$ cat src/rtl/core/flv_annexb_pkg.sv
package flv_annexb_pkg;

    localparam int unsigned CfgWidth = 3;

    // results caused by one accepted byte
    typedef struct packed {
        logic        start_code;
        logic        insert_ps;
        logic        data;
        logic [7:0]  data_byte;
        logic        end_report;
        logic [2:0]  status;
        logic [31:0] pts;
        logic [31:0] dts;
    } group_t;

endpackage

$ cat src/rtl/core/flv_annexb_in_if.sv
interface flv_annexb_in_if;
    logic        valid;
    logic        ready;
    logic [7:0]  data_byte;
    logic        first_of_tag;
    logic [23:0] tag_length;
    logic [31:0] timestamp;

    modport source (output valid, data_byte, first_of_tag, tag_length, timestamp,
                    input ready);
    modport sink (input valid, data_byte, first_of_tag, tag_length, timestamp,
                  output ready);
endinterface

$ cat src/rtl/core/flv_annexb_out_if.sv
interface flv_annexb_out_if;
    logic        valid;
    logic        ready;
    logic [7:0]  out_byte;
    logic        is_data;
    logic        insert_parameter_sets;
    logic        end_of_tag;
    logic [2:0]  tag_status;
    logic [31:0] pts;
    logic [31:0] dts;

    modport source (output valid, out_byte, is_data, insert_parameter_sets, end_of_tag,
                    tag_status, pts, dts, input ready);
    modport sink (input valid, out_byte, is_data, insert_parameter_sets, end_of_tag,
                  tag_status, pts, dts, output ready);
endinterface

$ cat src/rtl/core/flv_avc_tag_to_annexb_top.sv
// a result is valid in the cycle after the transfer of its input byte
// throughput: one input byte per cycle while the output is ready and each byte
//   yields at most one result; each result beyond the first holds the input back:
//   the start code before a nal's first byte, all but one start code byte of an
//   empty nal, an end report behind other results, and any output stalls
// reset (rst_n low, asynchronous): parser idle, nal_length_size back to 4, no results
module flv_avc_tag_to_annexb_top
    import flv_annexb_pkg::*;
(
    input  logic                clk,
    input  logic                rst_n,
    input  logic                cfg_we,
    input  logic [CfgWidth-1:0] cfg_wdata,
    flv_annexb_in_if.sink       tag_stream,
    flv_annexb_out_if.source    annexb_stream
);

    // nal length prefix size register
    logic [CfgWidth-1:0] nal_length_size_reg;

    // emitter registers: results of the last accepted byte still to leave
    logic [2:0]  sc_left_reg, sc_left_next;   // start code bytes still to send
    logic        ins_reg, ins_next;
    logic        data_reg, data_next;
    logic [7:0]  byte_reg, byte_next;
    logic        end_reg, end_next;
    logic [2:0]  status_reg, status_next;
    logic [31:0] pts_reg, pts_next;
    logic [31:0] dts_reg, dts_next;

    group_t group;
    logic   in_xfer;
    logic   out_xfer;
    logic   empty;
    logic   last;

    always_ff @(posedge clk or negedge rst_n)
    begin
        if (!rst_n)
        begin
            nal_length_size_reg <= CfgWidth'(4);
        end
        else if (cfg_we)
        begin
            nal_length_size_reg <= cfg_wdata;
        end
    end

    // parse state machine, updated on each input transfer
    flv_annexb_parser u_parser (
        .clk             (clk),
        .rst_n           (rst_n),
        .accept          (in_xfer),
        .data_byte       (tag_stream.data_byte),
        .first_of_tag    (tag_stream.first_of_tag),
        .tag_length      (tag_stream.tag_length),
        .timestamp       (tag_stream.timestamp),
        .nal_length_size (nal_length_size_reg),
        .group           (group)
    );

    assign empty = (sc_left_reg == 3'd0) && !data_reg && !end_reg;

    // the result on the port is the final one of its group
    assign last = ((sc_left_reg == 3'd1) && !data_reg && !end_reg) ||
                  ((sc_left_reg == 3'd0) && data_reg && !end_reg) ||
                  ((sc_left_reg == 3'd0) && !data_reg && end_reg);

    assign out_xfer = annexb_stream.valid && annexb_stream.ready;

    // take a new byte once the emitter is empty or its last result is leaving
    assign tag_stream.ready = empty || (out_xfer && last);
    assign in_xfer          = tag_stream.valid && tag_stream.ready;

    always_comb
    begin
        sc_left_next = sc_left_reg;
        ins_next     = ins_reg;
        data_next    = data_reg;
        byte_next    = byte_reg;
        end_next     = end_reg;
        status_next  = status_reg;
        pts_next     = pts_reg;
        dts_next     = dts_reg;
        if (in_xfer)
        begin
            sc_left_next = group.start_code ? 3'd4 : 3'd0;
            ins_next     = group.insert_ps;
            data_next    = group.data;
            byte_next    = group.data_byte;
            end_next     = group.end_report;
            status_next  = group.status;
            pts_next     = group.pts;
            dts_next     = group.dts;
        end
        else if (out_xfer)
        begin
            if (sc_left_reg != 3'd0)
            begin
                sc_left_next = sc_left_reg - 3'd1;
            end
            else if (data_reg)
            begin
                data_next = 1'b0;
            end
            else
            begin
                end_next = 1'b0;
            end
        end
    end

    always_ff @(posedge clk or negedge rst_n)
    begin
        if (!rst_n)
        begin
            sc_left_reg <= '0;
            data_reg    <= 1'b0;
            end_reg     <= 1'b0;
        end
        else
        begin
            sc_left_reg <= sc_left_next;
            data_reg    <= data_next;
            end_reg     <= end_next;
        end
    end

    // payload of the emitter, no reset needed
    always_ff @(posedge clk)
    begin
        ins_reg    <= ins_next;
        byte_reg   <= byte_next;
        status_reg <= status_next;
        pts_reg    <= pts_next;
        dts_reg    <= dts_next;
    end

    // output mux: start code first, then the nal or raw byte, then the end report
    always_comb
    begin
        annexb_stream.valid                 = !empty;
        annexb_stream.out_byte              = 8'd0;
        annexb_stream.is_data               = 1'b0;
        annexb_stream.insert_parameter_sets = 1'b0;
        annexb_stream.end_of_tag            = 1'b0;
        annexb_stream.tag_status            = 3'd0;
        annexb_stream.pts                   = 32'd0;
        annexb_stream.dts                   = 32'd0;
        if (sc_left_reg != 3'd0)
        begin
            annexb_stream.is_data               = 1'b1;
            annexb_stream.out_byte              = (sc_left_reg == 3'd1) ? 8'h01 : 8'h00;
            annexb_stream.insert_parameter_sets = ins_reg && (sc_left_reg == 3'd4);
        end
        else if (data_reg)
        begin
            annexb_stream.is_data  = 1'b1;
            annexb_stream.out_byte = byte_reg;
        end
        else if (end_reg)
        begin
            annexb_stream.end_of_tag = 1'b1;
            annexb_stream.tag_status = status_reg;
            annexb_stream.pts        = pts_reg;
            annexb_stream.dts        = dts_reg;
        end
    end

endmodule

$ cat src/rtl/core/flv_annexb_parser.sv
module flv_annexb_parser
    import flv_annexb_pkg::*;
(
    input  logic                clk,
    input  logic                rst_n,
    input  logic                accept,
    input  logic [7:0]          data_byte,
    input  logic                first_of_tag,
    input  logic [23:0]         tag_length,
    input  logic [31:0]         timestamp,
    input  logic [CfgWidth-1:0] nal_length_size,
    output group_t              group
);

    localparam logic [2:0] PH_IDLE     = 3'd0;
    localparam logic [2:0] PH_HEADER   = 3'd1;
    localparam logic [2:0] PH_LENGTH   = 3'd2;
    localparam logic [2:0] PH_NALFIRST = 3'd3;
    localparam logic [2:0] PH_NALBODY  = 3'd4;
    localparam logic [2:0] PH_RAW      = 3'd5;
    localparam logic [2:0] PH_SKIP     = 3'd6;

    localparam logic [2:0] ST_NALU_OK  = 3'd0;
    localparam logic [2:0] ST_SEQ_RAW  = 3'd1;
    localparam logic [2:0] ST_OTHER    = 3'd2;
    localparam logic [2:0] ST_BAD_SIZE = 3'd3;
    localparam logic [2:0] ST_SHORT    = 3'd4;

    localparam logic [3:0]  CODEC_AVC   = 4'd7;
    localparam logic [4:0]  NAL_IDR     = 5'd5;
    localparam logic [4:0]  NAL_SPS     = 5'd7;
    localparam logic [4:0]  NAL_PPS     = 5'd8;
    localparam logic [23:0] AVC_HDR_LEN = 24'd5;
    localparam logic [23:0] SEQ_MIN_LEN = 24'(5 + 7);

    logic [23:0] pos_reg, pos_next;
    logic [2:0]  phase_reg, phase_next;
    logic [31:0] acc_reg, acc_next;
    logic [2:0]  lbs_reg, lbs_next;
    logic [23:0] left_reg, left_next;
    logic        pss_reg, pss_next;
    logic        kind_zero_reg, kind_zero_next;
    logic [23:0] ct_reg, ct_next;
    logic [31:0] ts_reg, ts_next;
    logic [23:0] len_reg, len_next;
    logic [2:0]  err_reg, err_next;

    logic [2:0]  nsz;
    logic        open;
    logic [23:0] pos_base;
    logic [23:0] len_eff;
    logic [31:0] acc_new;
    logic [2:0]  lbs_new;
    logic [23:0] remaining;
    logic [31:0] nal_len;
    logic [24:0] pos_inc;

    always_comb
    begin
        if (nal_length_size == 3'd0)
        begin
            nsz = 3'd1;
        end
        else if (nal_length_size > 3'd4)
        begin
            nsz = 3'd4;
        end
        else
        begin
            nsz = nal_length_size;
        end
    end

    always_comb
    begin
        pos_next       = pos_reg;
        phase_next     = phase_reg;
        acc_next       = acc_reg;
        lbs_next       = lbs_reg;
        left_next      = left_reg;
        pss_next       = pss_reg;
        kind_zero_next = kind_zero_reg;
        ct_next        = ct_reg;
        ts_next        = ts_reg;
        len_next       = len_reg;
        err_next       = err_reg;
        group          = '0;
        open           = 1'b0;
        pos_base       = pos_reg;
        len_eff        = (tag_length == 24'd0) ? 24'd1 : tag_length;
        acc_new        = {acc_reg[23:0], data_byte};
        lbs_new        = lbs_reg + 3'd1;
        remaining      = len_reg - pos_reg - 24'd1;
        nal_len        = (acc_new == 32'd1) ? {8'd0, remaining} : acc_new;
        pos_inc        = 25'd0;

        if (first_of_tag)
        begin
            open           = 1'b1;
            pos_base       = 24'd0;
            len_next       = len_eff;
            ts_next        = timestamp;
            acc_next       = '0;
            lbs_next       = '0;
            left_next      = '0;
            pss_next       = 1'b0;
            kind_zero_next = 1'b1;
            ct_next        = '0;
            if (data_byte[3:0] == CODEC_AVC)
            begin
                if (len_eff < AVC_HDR_LEN)
                begin
                    err_next   = ST_SHORT;
                    phase_next = PH_SKIP;
                end
                else
                begin
                    err_next   = ST_NALU_OK;
                    phase_next = PH_HEADER;
                end
            end
            else
            begin
                err_next   = ST_OTHER;
                phase_next = PH_RAW;
            end
        end
        else if (phase_reg != PH_IDLE)
        begin
            open = 1'b1;
            unique case (phase_reg)
                PH_HEADER:
                begin
                    if (pos_reg == 24'd1)
                    begin
                        kind_zero_next = (data_byte == 8'd0);
                    end
                    else
                    begin
                        ct_next = {ct_reg[15:0], data_byte};
                        if (pos_reg >= 24'd4)
                        begin
                            if (kind_zero_reg)
                            begin
                                if (len_reg > SEQ_MIN_LEN)
                                begin
                                    err_next   = ST_SEQ_RAW;
                                    phase_next = PH_RAW;
                                end
                                else
                                begin
                                    err_next   = ST_SHORT;
                                    phase_next = PH_SKIP;
                                end
                            end
                            else
                            begin
                                err_next   = ST_NALU_OK;
                                acc_next   = '0;
                                lbs_next   = '0;
                                phase_next = PH_LENGTH;
                            end
                        end
                    end
                end
                PH_LENGTH:
                begin
                    // a prefix needs at least one byte after it
                    if (lbs_reg == 3'd0 &&
                        !(({1'b0, pos_reg} + {22'd0, nsz}) < {1'b0, len_reg}))
                    begin
                        phase_next = PH_SKIP;
                    end
                    else if (lbs_new >= nsz)
                    begin
                        acc_next = '0;
                        lbs_next = '0;
                        if (nal_len > {8'd0, remaining})
                        begin
                            err_next   = ST_BAD_SIZE;
                            phase_next = PH_SKIP;
                        end
                        else if (nal_len == 32'd0)
                        begin
                            group.start_code = 1'b1;
                        end
                        else
                        begin
                            left_next  = nal_len[23:0];
                            phase_next = PH_NALFIRST;
                        end
                    end
                    else
                    begin
                        acc_next = acc_new;
                        lbs_next = lbs_new;
                    end
                end
                PH_NALFIRST:
                begin
                    if (data_byte[4:0] == NAL_SPS || data_byte[4:0] == NAL_PPS)
                    begin
                        pss_next = 1'b1;
                    end
                    else if (data_byte[4:0] == NAL_IDR && !pss_reg)
                    begin
                        pss_next        = 1'b1;
                        group.insert_ps = 1'b1;
                    end
                    group.start_code = 1'b1;
                    group.data       = 1'b1;
                    group.data_byte  = data_byte;
                    left_next        = left_reg - 24'd1;
                    phase_next       = (left_reg == 24'd1) ? PH_LENGTH : PH_NALBODY;
                end
                PH_NALBODY:
                begin
                    group.data      = 1'b1;
                    group.data_byte = data_byte;
                    left_next       = left_reg - 24'd1;
                    if (left_reg == 24'd1)
                    begin
                        phase_next = PH_LENGTH;
                    end
                end
                PH_RAW:
                begin
                    group.data      = 1'b1;
                    group.data_byte = data_byte;
                end
                default:
                begin
                end
            endcase
        end

        if (open)
        begin
            pos_inc = {1'b0, pos_base} + 25'd1;
            if (pos_inc >= {1'b0, len_next})
            begin
                group.end_report = 1'b1;
                group.status     = err_next;
                group.dts        = ts_next;
                if (err_next == ST_NALU_OK || err_next == ST_BAD_SIZE)
                begin
                    group.pts = ts_next + {8'd0, ct_next};
                end
                else
                begin
                    group.pts = ts_next;
                end
                phase_next = PH_IDLE;
                pos_next   = pos_base;
            end
            else
            begin
                pos_next = pos_inc[23:0];
            end
        end
    end

    always_ff @(posedge clk or negedge rst_n)
    begin
        if (!rst_n)
        begin
            pos_reg       <= '0;
            phase_reg     <= PH_IDLE;
            acc_reg       <= '0;
            lbs_reg       <= '0;
            left_reg      <= '0;
            pss_reg       <= 1'b0;
            kind_zero_reg <= 1'b1;
            ct_reg        <= '0;
            ts_reg        <= '0;
            len_reg       <= '0;
            err_reg       <= '0;
        end
        else if (accept)
        begin
            pos_reg       <= pos_next;
            phase_reg     <= phase_next;
            acc_reg       <= acc_next;
            lbs_reg       <= lbs_next;
            left_reg      <= left_next;
            pss_reg       <= pss_next;
            kind_zero_reg <= kind_zero_next;
            ct_reg        <= ct_next;
            ts_reg        <= ts_next;
            len_reg       <= len_next;
            err_reg       <= err_next;
        end
    end

endmodule

$ cat src/flat_wrapper.sv
// flat-port wrapper written by rule: the top's interface ports become plain ports
module flv_avc_tag_to_annexb_top_flat import flv_annexb_pkg::*;
  (clk, rst_n, cfg_we, cfg_wdata, tag_stream_valid, tag_stream_data_byte, tag_stream_first_of_tag, tag_stream_tag_length, tag_stream_timestamp, tag_stream_ready, annexb_stream_valid, annexb_stream_out_byte, annexb_stream_is_data, annexb_stream_insert_parameter_sets, annexb_stream_end_of_tag, annexb_stream_tag_status, annexb_stream_pts, annexb_stream_dts, annexb_stream_ready);
  flv_annexb_in_if tag_stream_i ();
  flv_annexb_out_if annexb_stream_i ();
  input  logic clk;
  input  logic rst_n;
  input  logic cfg_we;
  input  logic [CfgWidth-1:0] cfg_wdata;
  input wire logic [$bits(tag_stream_i.valid)-1:0] tag_stream_valid;
  input wire logic [$bits(tag_stream_i.data_byte)-1:0] tag_stream_data_byte;
  input wire logic [$bits(tag_stream_i.first_of_tag)-1:0] tag_stream_first_of_tag;
  input wire logic [$bits(tag_stream_i.tag_length)-1:0] tag_stream_tag_length;
  input wire logic [$bits(tag_stream_i.timestamp)-1:0] tag_stream_timestamp;
  output wire logic [$bits(tag_stream_i.ready)-1:0] tag_stream_ready;
  output wire logic [$bits(annexb_stream_i.valid)-1:0] annexb_stream_valid;
  output wire logic [$bits(annexb_stream_i.out_byte)-1:0] annexb_stream_out_byte;
  output wire logic [$bits(annexb_stream_i.is_data)-1:0] annexb_stream_is_data;
  output wire logic [$bits(annexb_stream_i.insert_parameter_sets)-1:0] annexb_stream_insert_parameter_sets;
  output wire logic [$bits(annexb_stream_i.end_of_tag)-1:0] annexb_stream_end_of_tag;
  output wire logic [$bits(annexb_stream_i.tag_status)-1:0] annexb_stream_tag_status;
  output wire logic [$bits(annexb_stream_i.pts)-1:0] annexb_stream_pts;
  output wire logic [$bits(annexb_stream_i.dts)-1:0] annexb_stream_dts;
  input wire logic [$bits(annexb_stream_i.ready)-1:0] annexb_stream_ready;
  assign tag_stream_i.valid = tag_stream_valid;
  assign tag_stream_i.data_byte = tag_stream_data_byte;
  assign tag_stream_i.first_of_tag = tag_stream_first_of_tag;
  assign tag_stream_i.tag_length = tag_stream_tag_length;
  assign tag_stream_i.timestamp = tag_stream_timestamp;
  assign tag_stream_ready = tag_stream_i.ready;
  assign annexb_stream_valid = annexb_stream_i.valid;
  assign annexb_stream_out_byte = annexb_stream_i.out_byte;
  assign annexb_stream_is_data = annexb_stream_i.is_data;
  assign annexb_stream_insert_parameter_sets = annexb_stream_i.insert_parameter_sets;
  assign annexb_stream_end_of_tag = annexb_stream_i.end_of_tag;
  assign annexb_stream_tag_status = annexb_stream_i.tag_status;
  assign annexb_stream_pts = annexb_stream_i.pts;
  assign annexb_stream_dts = annexb_stream_i.dts;
  assign annexb_stream_i.ready = annexb_stream_ready;
  flv_avc_tag_to_annexb_top u_core (.clk(clk), .rst_n(rst_n), .cfg_we(cfg_we), .cfg_wdata(cfg_wdata), .tag_stream(tag_stream_i), .annexb_stream(annexb_stream_i));
endmodule
$ cat config.mk
export PLATFORM = sky130hd
export DESIGN_NAME = flv_avc_tag_to_annexb_top_flat
export DESIGN_NICKNAME = d
export VERILOG_FILES = /design/src/rtl/core/flv_annexb_pkg.sv /design/src/rtl/core/flv_annexb_in_if.sv /design/src/rtl/core/flv_annexb_out_if.sv /design/src/rtl/core/flv_avc_tag_to_annexb_top.sv /design/src/rtl/core/flv_annexb_parser.sv /design/src/flat_wrapper.sv
export SDC_FILE = /design/constraint.sdc
export NUM_CORES = 1
export LEC_CHECK = 0
export ABC_AREA = 1
export ABC_CLOCK_PERIOD_IN_PS = 6000
export BUFFER_PORTS_ARGS = -buffer_cell sky130_fd_sc_hd__buf_2
export CELL_PAD_IN_SITES_DETAIL_PLACEMENT = 1
export CELL_PAD_IN_SITES_GLOBAL_PLACEMENT = 2
export CORE_AREA = 4 4 242 244
export DETAILED_ROUTE_END_ITERATION = 16
export DIE_AREA = 0 0 246 248
export GPL_TIMING_DRIVEN = 0
export PLACE_DENSITY_LB_ADDON = 0.1
export SLEW_MARGIN = 30
export SYNTH_ARGS = -nofsm -noshare
export SYNTH_HDL_FRONTEND = slang
export SYNTH_HIERARCHICAL = 1
export SYNTH_SLANG_ARGS = --single-unit
$ cat constraint.sdc
create_clock -name clk -period 6 [get_ports clk]
set_clock_uncertainty 0.2 [all_clocks]
set_input_delay 1.2 -clock clk [delete_from_list [all_inputs] [get_ports clk]]
set_output_delay 1.2 -clock clk [all_outputs]
set_load 0.03 [all_outputs]
==> Word level (Yosys, flattened, before mapping) <==
Cells that the tools add are included.
{ "word_totals": {"register_bits": 247, "in_bits": 73, "out_inout_bits": 80, "elab_cells": 235} }
{ "classes": {"add_sub_neg": 8, "order_cmp": 8, "n_eq_ne": 24, "mux": 118, "bitwise_logic": 3, "reduce_logical": 54} }
{ "ops": {"columns": ["operator", "count"], "rows": [
  ["$mux 24", 21],
  ["$mux 32", 9],
  ["$mux 68", 2],
  ["$mux 3", 42],
  ["$pmux 24 s2", 2],
  ["$eq 24x1->1 const B", 2],
  ["$sub 24x1->24 const B", 2],
  ["$add 32x24->32", 1],
  ["$eq 32x1->1 const B", 1],
  ["$gt 32x24->1", 1],
  ["$logic_not 32->1", 1],
  ["$mux 1", 32],
  ["$add 24x1->25 const B", 1],
  ["$add 24x3->25", 1],
  ["$ge 25x24->1", 1],
  ["$lt 25x24->1", 1],
  ["$ge 24x3->1 const B", 1],
  ["$gt 24x4->1 const B", 1],
  ["$logic_not 24->1", 1],
  ["$lt 24x3->1 const B", 1],
  ["$sub 24x24->24", 1],
  ["$mux 11", 2],
  ["$ne 3x3->1 const B", 7],
  ["$mux 8", 2],
  ["32 further kinds", 79]
]} }

==> Depth between registers and ports, before layout <==
Gate-level depths: netlist (run 1).
{ "depth": {"ltp_word": 17, "ltp_mapped": 40, "depth_no_buf": 40} }

==> Modules after synthesis <==
Netlist (run 1), hierarchy kept.
{ "by_module_without_submodules": {"columns": ["mod", "instances", "cells_per_inst", "area_each_um2", "seq_area_each_um2"], "rows": [
  ["flv_annexb_parser", 1, 2463, 15891.5, 4080.2],
  ["flv_avc_tag_to_annexb_top", 1, 296, 3678.5, 2483.6]
]} }

==> Worst setup path after synthesis (run 1) <==
OpenSTA, ideal clock, no wires.
{ "synth_timing": {"kind": "in2reg", "start": "input port tag_stream_first_of_tag", "end": "register u_core.pts_reg[12] (data pin)", "setup_ns": 0.253, "arrival_time_ns": 5.214, "required_ns": 5.547, "slack_ns": 0.333, "path_stages": 32, "n_path_buf": 8, "cell_sequence": "buf_2 -> buf_2 -> buf_1 -> buf_1 -> clkbuf_1 -> clkbuf_1 -> nor2_1 -> ha_1 -> nand2_1 -> nor2_2 -> nand2_1 -> nor3_4 -> inv_1 -> nor3_1 -> nand2_1 -> nor2_1 -> nand3_1 -> xor2_1 -> inv_1 -> ha_1 -> a21oi_1 -> o211ai_1 -> inv_2 -> o21ai_2 -> nor2_2 -> nand3_4 -> nand2_4 -> inv_2 -> buf_6 -> buf_6 -> nand3_1 -> nand2_1"} }
{ "synth_via": {"elab_chain_cells": 4, "elab_cells_between_ends": 14, "cone_classes": "2 x add/sub; 1 x order compare; 1 x eq/ne; 7 x mux; 3 x reduce/logical"} }
{ "synth_rtl": {"columns": ["element", "line", "text"], "rows": [
  ["start: declaration", "flat_wrapper.sv:12", "input wire logic [$bits(tag_stream_i.first_of_tag)-1:0] tag_stream_first_of_tag;"],
  ["$mux 24 / $mux 3 (equally long branches)", "flv_annexb_parser.sv:97", "if (first_of_tag)"],
  ["$add 24x1->25, or another cell as far along", "flv_annexb_parser.sv:239", "pos_inc = {1'b0, pos_base} + 25'd1;"],
  ["$ge 25x24->1 / $logic_or 1x1->1 (equally long branches)", "flv_annexb_parser.sv:240, flv_annexb_parser.sv:245", null],
  ["$reduce_and 2->1 (no line) / $mux 32 (equally long branches)", null, null],
  ["end signal: assignment", "flv_avc_tag_to_annexb_top.sv:135", "pts_reg <= pts_next;"],
  ["end: declaration", "flv_avc_tag_to_annexb_top.sv:28", "logic [31:0] pts_reg, pts_next;"]
]} }
Parallel ways exist; a longest one is shown, timed or not.
A chain may end at the register's enable or synchronous reset.

==> Worst setup path after layout (run 1) <==
{ "layout_timing": {"start": "register u_core.u_parser.pos_reg[9]", "end": "register u_core.pts_reg[12] (data pin)"} }
{ "layout_via": {"elab_cells_between_ends": 31, "cone_classes": "5 x add/sub; 4 x order compare; 2 x eq/ne; 15 x mux; 5 x reduce/logical"} }
{ "layout_rtl": {"columns": ["element", "line", "text"], "rows": [
  ["start: declaration", "flv_annexb_parser.sv:36", "logic [23:0] pos_reg, pos_next;"],
  ["start signal: assignment", "flv_annexb_parser.sv:281", "pos_reg <= pos_next;"],
  ["$eq 24x1->1", "flv_annexb_parser.sv:134", "if (pos_reg == 24'd1)"],
  ["$mux 24", "flv_annexb_parser.sv:134", null],
  ["$mux 24", "flv_annexb_parser.sv:131", "unique case (phase_reg)"],
  ["$mux 24", "flv_annexb_parser.sv:128", "else if (phase_reg != PH_IDLE)"],
  ["$mux 24", "flv_annexb_parser.sv:97", null],
  ["net u_core.u_parser.ct_next[0]", "flv_annexb_parser.sv:43", "logic [23:0] ct_reg, ct_next;"],
  ["$add 32x24->32", "flv_annexb_parser.sv:247", "group.pts = ts_next + {8'd0, ct_next};"],
  ["$mux 32", "flv_annexb_parser.sv:245", "if (err_next == ST_NALU_OK || err_next == ST_BAD_SIZE)"]
]} }
The timed path passes the listed nets, and every way through them passes these cells.

==> reports/metrics.yaml, run 1 <==
dr.first_iter.drc_count: 1010
antenna_found_initial: 1
wirelength_mm: 81.4
p_sw_share_pct: 51.6
viasPerCell: 5.25
postLayoutCellArea_um2: 22900
drv_slew: 0
gp_congestion: 0.931
synth_area_um2: 19600
yosys_warnings: 6
via_count: 19662
clk_pin_slew_ns: 0.05
root_buffer: "clkbuf_16"
initial_utilization_pct: 34.8
drc: 0
hold_buffers: 0
synth_compound_area_share_pct: 14.6
synth.top_cell.area_share_pct: 21.6
tightest_slew_ns: 0.983
status: "finished clean"
synth_area_leaders: "dfrtp_1, edfxtp_1, nand2_1"
criticalPathCategory: "reg2reg"
grt_max_degree: 72
seqPwrFrac_pct: 23.8
p_sw_mw: 6.00
gr-usage-all-layers_pct: 26.6
ys_seq_elements: 247
yosys.area_share.xor_xnor_pct: 2.82
synth-adder-area-share_pct: 8.75
grt_pass1_wl_mm: 124
die_area_um2: 61000
yosysSeqAreaShare_pct: 33.5
worst_ir_drop_vdd_mv: 0.201
drt_pass1_iterations: 5
max_cap_viol_count: 0
p_comb_share_pct: 58.9
min_period_over_period_pct: 94.5
yosys-mux-area-fraction_pct: 0.492
worst-r2r-cell-count: 22
num_antenna_cells: 0
cp.arrival_ns: 5.89
syn-instance-count: 2759
worstPathRequired_ns: 6.22
dp_hpwl_mm: 65.8
synth_area_leader_cell: "dfrtp_1"
r2r_end: "u_core/pts_reg[12]"
syn_area_per_cell_um2: 7.09
hold_start: "u_core/u_parser/ct_reg[17]"
grt_pass1_vias: 20541
synth_top_family_by_area: "simple AND/OR/NAND/NOR gates"
die_y_um: 248
synth-edff-count: 76
cts_tree: "done"
postRouteAntennaNets: 0
crit_path_max_fanout: 10
h-tree-depth: 2
layout-area-overhead-vs-synth_pct: 16.9
die_w_um: 246
wl_per_cell_um: 21.8
reg2reg_from: "u_core/u_parser/pos_reg[9]"
io_pins: 153
cts_buffers: 34
placementRows: 87
cts_sinks: 247
fmax_mhz: 176
maxSlewHeadroom_pct: 33.8
n_fill_cell: 7150
powerDensity_nw_per_um2: 507
p_leak_nw: 11.3
hp-class: "reg2reg"
clkPwrFrac_pct: 17.3
placed_cell_area_um2: 21400
min_to: "u_core/u_parser/ct_reg[17]"
cts_max_path_buffers: 3
synthDistinctLibCells: 62
drive_gt1_share_pct: 14.6
crit_path_end_kind: "flop"
finalCriticalPeriod_ns: 5.67
yosys.area_share.simple_pct: 29.1
coreArea_um2: 56300
internal-power_mw: 5.62
hold_depth: 2
synth_nets: 2967
async_flop_share_pct: 69.2
finalHoldViolations: 0
insertion_delay_ns: 0.56
grt_overflow: 0
synth_ff_type: "dfrtp_1"
io_buffers: 151
startpoint_type: "flop"
r2r_slack_ns: 0.33
nets: 3170
tns_ns: 0
setup_violations: 0
==> final cells by class <==
cell class / instances / area, um2 / area share [%]
Buffer: 97 / 622 / 2.72
Clock buffer: 50 / 992 / 4.34
Clock inverter: 11 / 101 / 0.443
Inverter: 417 / 1580 / 6.90
Multi-Input combinational cell: 1997 / 11100 / 48.6
Sequential cell: 247 / 6560 / 28.7
Tap cell: 756 / 946 / 4.13
Timing Repair Buffer: 168 / 966 / 4.22
==> synthesized netlist by cell type (31+ instances only) <==
library cell / number
a21oi_1: 158
clkbuf_1: 56
dfrtp_1: 169
edfxtp_1: 76
ha_1: 132
inv_1: 382
inv_2: 31
nand2_1: 594
nand3_1: 131
nand4_1: 53
nor2_1: 302
nor2_4: 35
o21ai_0: 269
o21ai_1: 37
or2_2: 36
xor2_1: 53
==> power by group through the flow <==
stage                     logic, mW  clock network, mW  registers, mW
final                          6.84               2.01           2.76
after global routing           7.67               2.14           2.83
after CTS                      6.75               2.07           2.76
after detailed placement       6.67                  0           2.78
after global placement         6.47                  0           2.77
after floorplan                4.51                  0           2.64
==> how the worst max path moves through the flow <==
stage | from | endpoint | slack [ns] | cells past startpoint
after global placement | tag_stream_first_of_tag | u_core/u_parser/pos_reg[11] | -3.02 | 28
after global routing | u_core/nal_length_size_reg[2] | u_core/pts_reg[6] | -0.04 | 35
after floorplan | tag_stream_first_of_tag | u_core/pts_reg[12] | 0.33 | 32
after detailed placement | tag_stream_first_of_tag | u_core/u_parser/pos_reg[12] | -2.28 | 28
final | u_core/u_parser/pos_reg[9] | u_core/pts_reg[12] | 0.33 | 22
after CTS | u_core/nal_length_size_reg[2] | u_core/pts_reg[18] | 0.03 | 38
==> critical path: stages (launching register included) <==
cell and delay (ns):
dfrtp_1 0.45, inv_1 0.28, nand4_1 0.13, nor2_1 0.28
nand2_1 0.19, nor4_2 0.38, nor2_1 0.13, clkbuf_1 0.27
clkbuf_1 0.36, a21oi_1 0.35, ha_1 0.36, fa_1 0.26
nand3_1 0.09, nand2_1 0.12, a21oi_1 0.11, o21ai_2 0.25
a21oi_1 0.10, o21bai_1 0.24, a21oi_1 0.15, o21ai_0 0.24
xor2_1 0.39, nand3_1 0.15, nand2_1 0.08
==> what timing repair did <==
item                       in CTS  in global routing
resized for setup              40                 57
cloned                          0                  0
setup endpoints to repair     142                122
buffers inserted                7                  7
pin swaps                       3                 10
==> through the flow <==
stage / hold WS [ns] / setup WS [ns] / std cells / utilization [%] / total power, mW
after global routing: 0.302 / -0.0381 / 3743 / 40.7 / 12.6
after CTS: 0.281 / 0.0329 / 3736 / 40.2 / 11.6
final: 0.275 / 0.330 / 3743 / 40.7 / 11.6
after detailed placement: 0.265 / -2.28 / 3669 / 38.0 / 9.45
after floorplan: 0.244 / 0.333 / 2759 / - / 7.15
after global placement: 0.258 / -3.02 / 3666 / 37.8 / 9.24
==> layout by cell type, fill, tap and decap left out, drive strengths merged, types with 2 or more instances in the layout <==
cell type | synthesis | layout
dfrtp | 169 | 169
a21o | 8 | 8
o21a | 3 | 3
and2 | 5 | 5
dfstp | 2 | 2
nand4 | 54 | 54
a21oi | 159 | 159
nor3 | 28 | 28
o21bai | 7 | 7
mux2 | 5 | 5
nand3 | 134 | 134
inv | 414 | 413
clkbuf | 56 | 106
a211oi | 10 | 10
o211ai | 24 | 24
nor2 | 345 | 345
buf | 42 | 209
edfxtp | 76 | 76
nand3b | 22 | 22
a31oi | 5 | 5
xor2 | 53 | 53
xnor2 | 10 | 10
nand2 | 601 | 601
clkinvlp | 0 | 2
o2111ai | 2 | 2
ha | 132 | 132
mux2i | 4 | 4
nor3b | 2 | 2
fa | 3 | 3
nor4 | 23 | 23
o21ai | 307 | 307
or2 | 38 | 38
o22ai | 6 | 6
clkinv | 3 | 12
==> logic make-up after synthesis <==
group	after synthesis
fa+ha+maj	135
compound gates	535
flops	247
simple gates	1255
xor+xnor	63
buf+inv	515
mux	9
==> layer usage <==
layer | global-route usage (%) | wire length, um | share of wire, %
met3 | 2.86 | 3860 | 4.7
met5 | 0 | 0 | 0
met4 | 5.84 | 1570 | 1.9
met1 | 37.6 | 38200 | 47
met2 | 44.1 | 37800 | 46
Power figures use the tool's default switching activity.
==> run 2: changes to the inputs <==
Settings changed: RECOVER_POWER from default to 50.
==> reports/metrics.yaml, run 2 (synthesis results as in run 1) <==
status: "finished, violations left"
violations: "capacitance limit, slew limit"
p_total_mw: 11.6
postRouteAntennaNets: 0
worst_ir_drop_vdd_mv: 0.201
layout-area-overhead-vs-synth_pct: 16.6
fmax_mhz: 176
cts_max_path_buffers: 3
grt_pass1_vias: 20541
grt_pass1_wl_mm: 124
slowest_stage: "ha_1"
min_period_over_period_pct: 94.8
grt_overflow: 0
setup_violations: 0
insertion_delay_ns: 0.56
r2r_slack_ns: 0.33
finalHoldViolations: 0
final_common_cell: "nand2_1"
n_fill_cell: 7162
cp-startpoint: "tag_stream_first_of_tag"
max_cap_viol_count: 1
io_buffers: 151
hp-class: "reg2reg"
die_w_um: 246
cp.arrival_ns: 5.88
crit_path_max_fanout: 10
drive_gt1_share_pct: 14.2
die_y_um: 248
grt_max_degree: 72
gr-usage-all-layers_pct: 26.6
p_leak_nw: 11.2
dp_hpwl_mm: 65.8
drc: 0
tightest_slew_ns: 3.46
initial_utilization_pct: 34.8
h-tree-depth: 2
viasPerCell: 5.26
drt_pass1_iterations: 7
reg2reg_from: "u_core/u_parser/pos_reg[9]"
wl_per_cell_um: 21.7
holdWs_ns: 0.276
antenna_found_initial: 1
final_cell_mix: "nand2_1, inv_1, nor2_1, o21ai_0, dfrtp_1"
cts_sinks: 247
maxSlewHeadroom_pct: -131
cts_buffers: 34
criticalPathCategory: "in2reg"
num_antenna_cells: 0
slowest_delay_ns: 0.32
worstPathRequired_ns: 6.19
io_pins: 153
coreArea_um2: 56300
clk_pin_slew_ns: 0.05
worst-r2r-cell-count: 22
startpoint_type: "primary input"
nets: 3170
via_count: 19686
drv_slew: 56
die_area_um2: 61000
finalCriticalPeriod_ns: 5.69
r2r_end: "u_core/pts_reg[12]"
hold_buffers: 0
root_buffer: "clkbuf_16"
final_util_pct: 40.6
endpoint: "u_core/u_parser/pos_reg[10]"
crit_path_end_kind: "flop"
powerDensity_nw_per_um2: 509
gp_congestion: 0.931
regArea_um2: 6560
dr.first_iter.drc_count: 1026
cts_tree: "done"
multi_input_area_um2: 11100
wirelength_mm: 81.4
placementRows: 87
critPathMostFrequentCell: "nand2_1"
[run 2: cell types whose count changed in the layout (fill, tap and decap cells not counted)]
| cell | delta |
|---|---|
| nor2_1 | +1 |
| nand3_1 | +1 |
| inv_4 | -1 |
| buf_16 | -1 |
| buf_2 | -11 |
| nor2_4 | -1 |
| buf_8 | -1 |
| nand3_2 | -1 |
| clkbuf_2 | +1 |
| clkbuf_1 | +12 |
| clkinvlp_2 | +1 |
[run 2: metal layers]
layer  up-vias  global-route usage, %  part of all wire [%]
met5         -                      0                     0
met4         0                   5.84                   2.0
met3        84                   2.86                   4.9
met2       427                   44.1                    46
met1      9739                   37.6                    47
li1       9436                      -                     -
[run 2: timing repair]
item / in CTS / in global routing
pin swaps: 3 / 10
resized for setup: 40 / 57
buffers inserted: 7 / 7
endpoints found under the setup margin: 142 / 122
[run 2: area by class of cell]
class,count,share of cell area [%]
Multi-Input combinational cell,1997,48.6
Tap cell,756,4.14
Timing Repair Buffer,168,4.02
Clock inverter,11,0.444
Buffer,97,2.72
Clock buffer,50,4.35
Inverter,417,6.91
Sequential cell,247,28.8
[run 2: metrics by stage]
step,std cells,setup slack [ns],setup TNS (ns),area [um2]
after floorplan,2759,0.333,0,19600
after global placement,3666,-3.02,-271.43,21300
after detailed placement,3669,-2.28,-196.26,21400
after CTS,3736,0.0329,0,22600
after global routing,3743,-0.0381,-0.301,22800
final,3743,0.309,0,22800
[run 2: how the worst min path moves through the flow]
stage / from / end / depth (start not counted)
after CTS: u_core/u_parser/ct_reg[17] / u_core/u_parser/ct_reg[17] / 2
after detailed placement: u_core/u_parser/ct_reg[20] / u_core/u_parser/ct_reg[20] / 2
after global routing: u_core/u_parser/ct_reg[16] / u_core/u_parser/ct_reg[16] / 2
after global placement: u_core/u_parser/ct_reg[21] / u_core/u_parser/ct_reg[21] / 2
final: u_core/u_parser/ct_reg[17] / u_core/u_parser/ct_reg[17] / 2
after floorplan: u_core/u_parser/ct_reg[16] / u_core/u_parser/ct_reg[16] / 2
[run 2: power by group]
part	total [mW]	leakage, nW	switching, mW	internal, mW
registers	2.76	2.97	0.401	2.36
logic	6.83	7.71	4.77	2.06
clock network	2.01	0.533	0.822	1.19
total	11.6	11.2	5.99	5.61
[run 2: critical path, delay by kind of cell]
kind / cells / cell delay [ns]
buffers and inverters: 11 / 1.60
and+or+nand+nor: 14 / 2.07
adders and majority gates: 2 / 0.53
AOI/OAI and AO/OA: 2 / 0.30
xor gates and xnor gates: 1 / 0.14
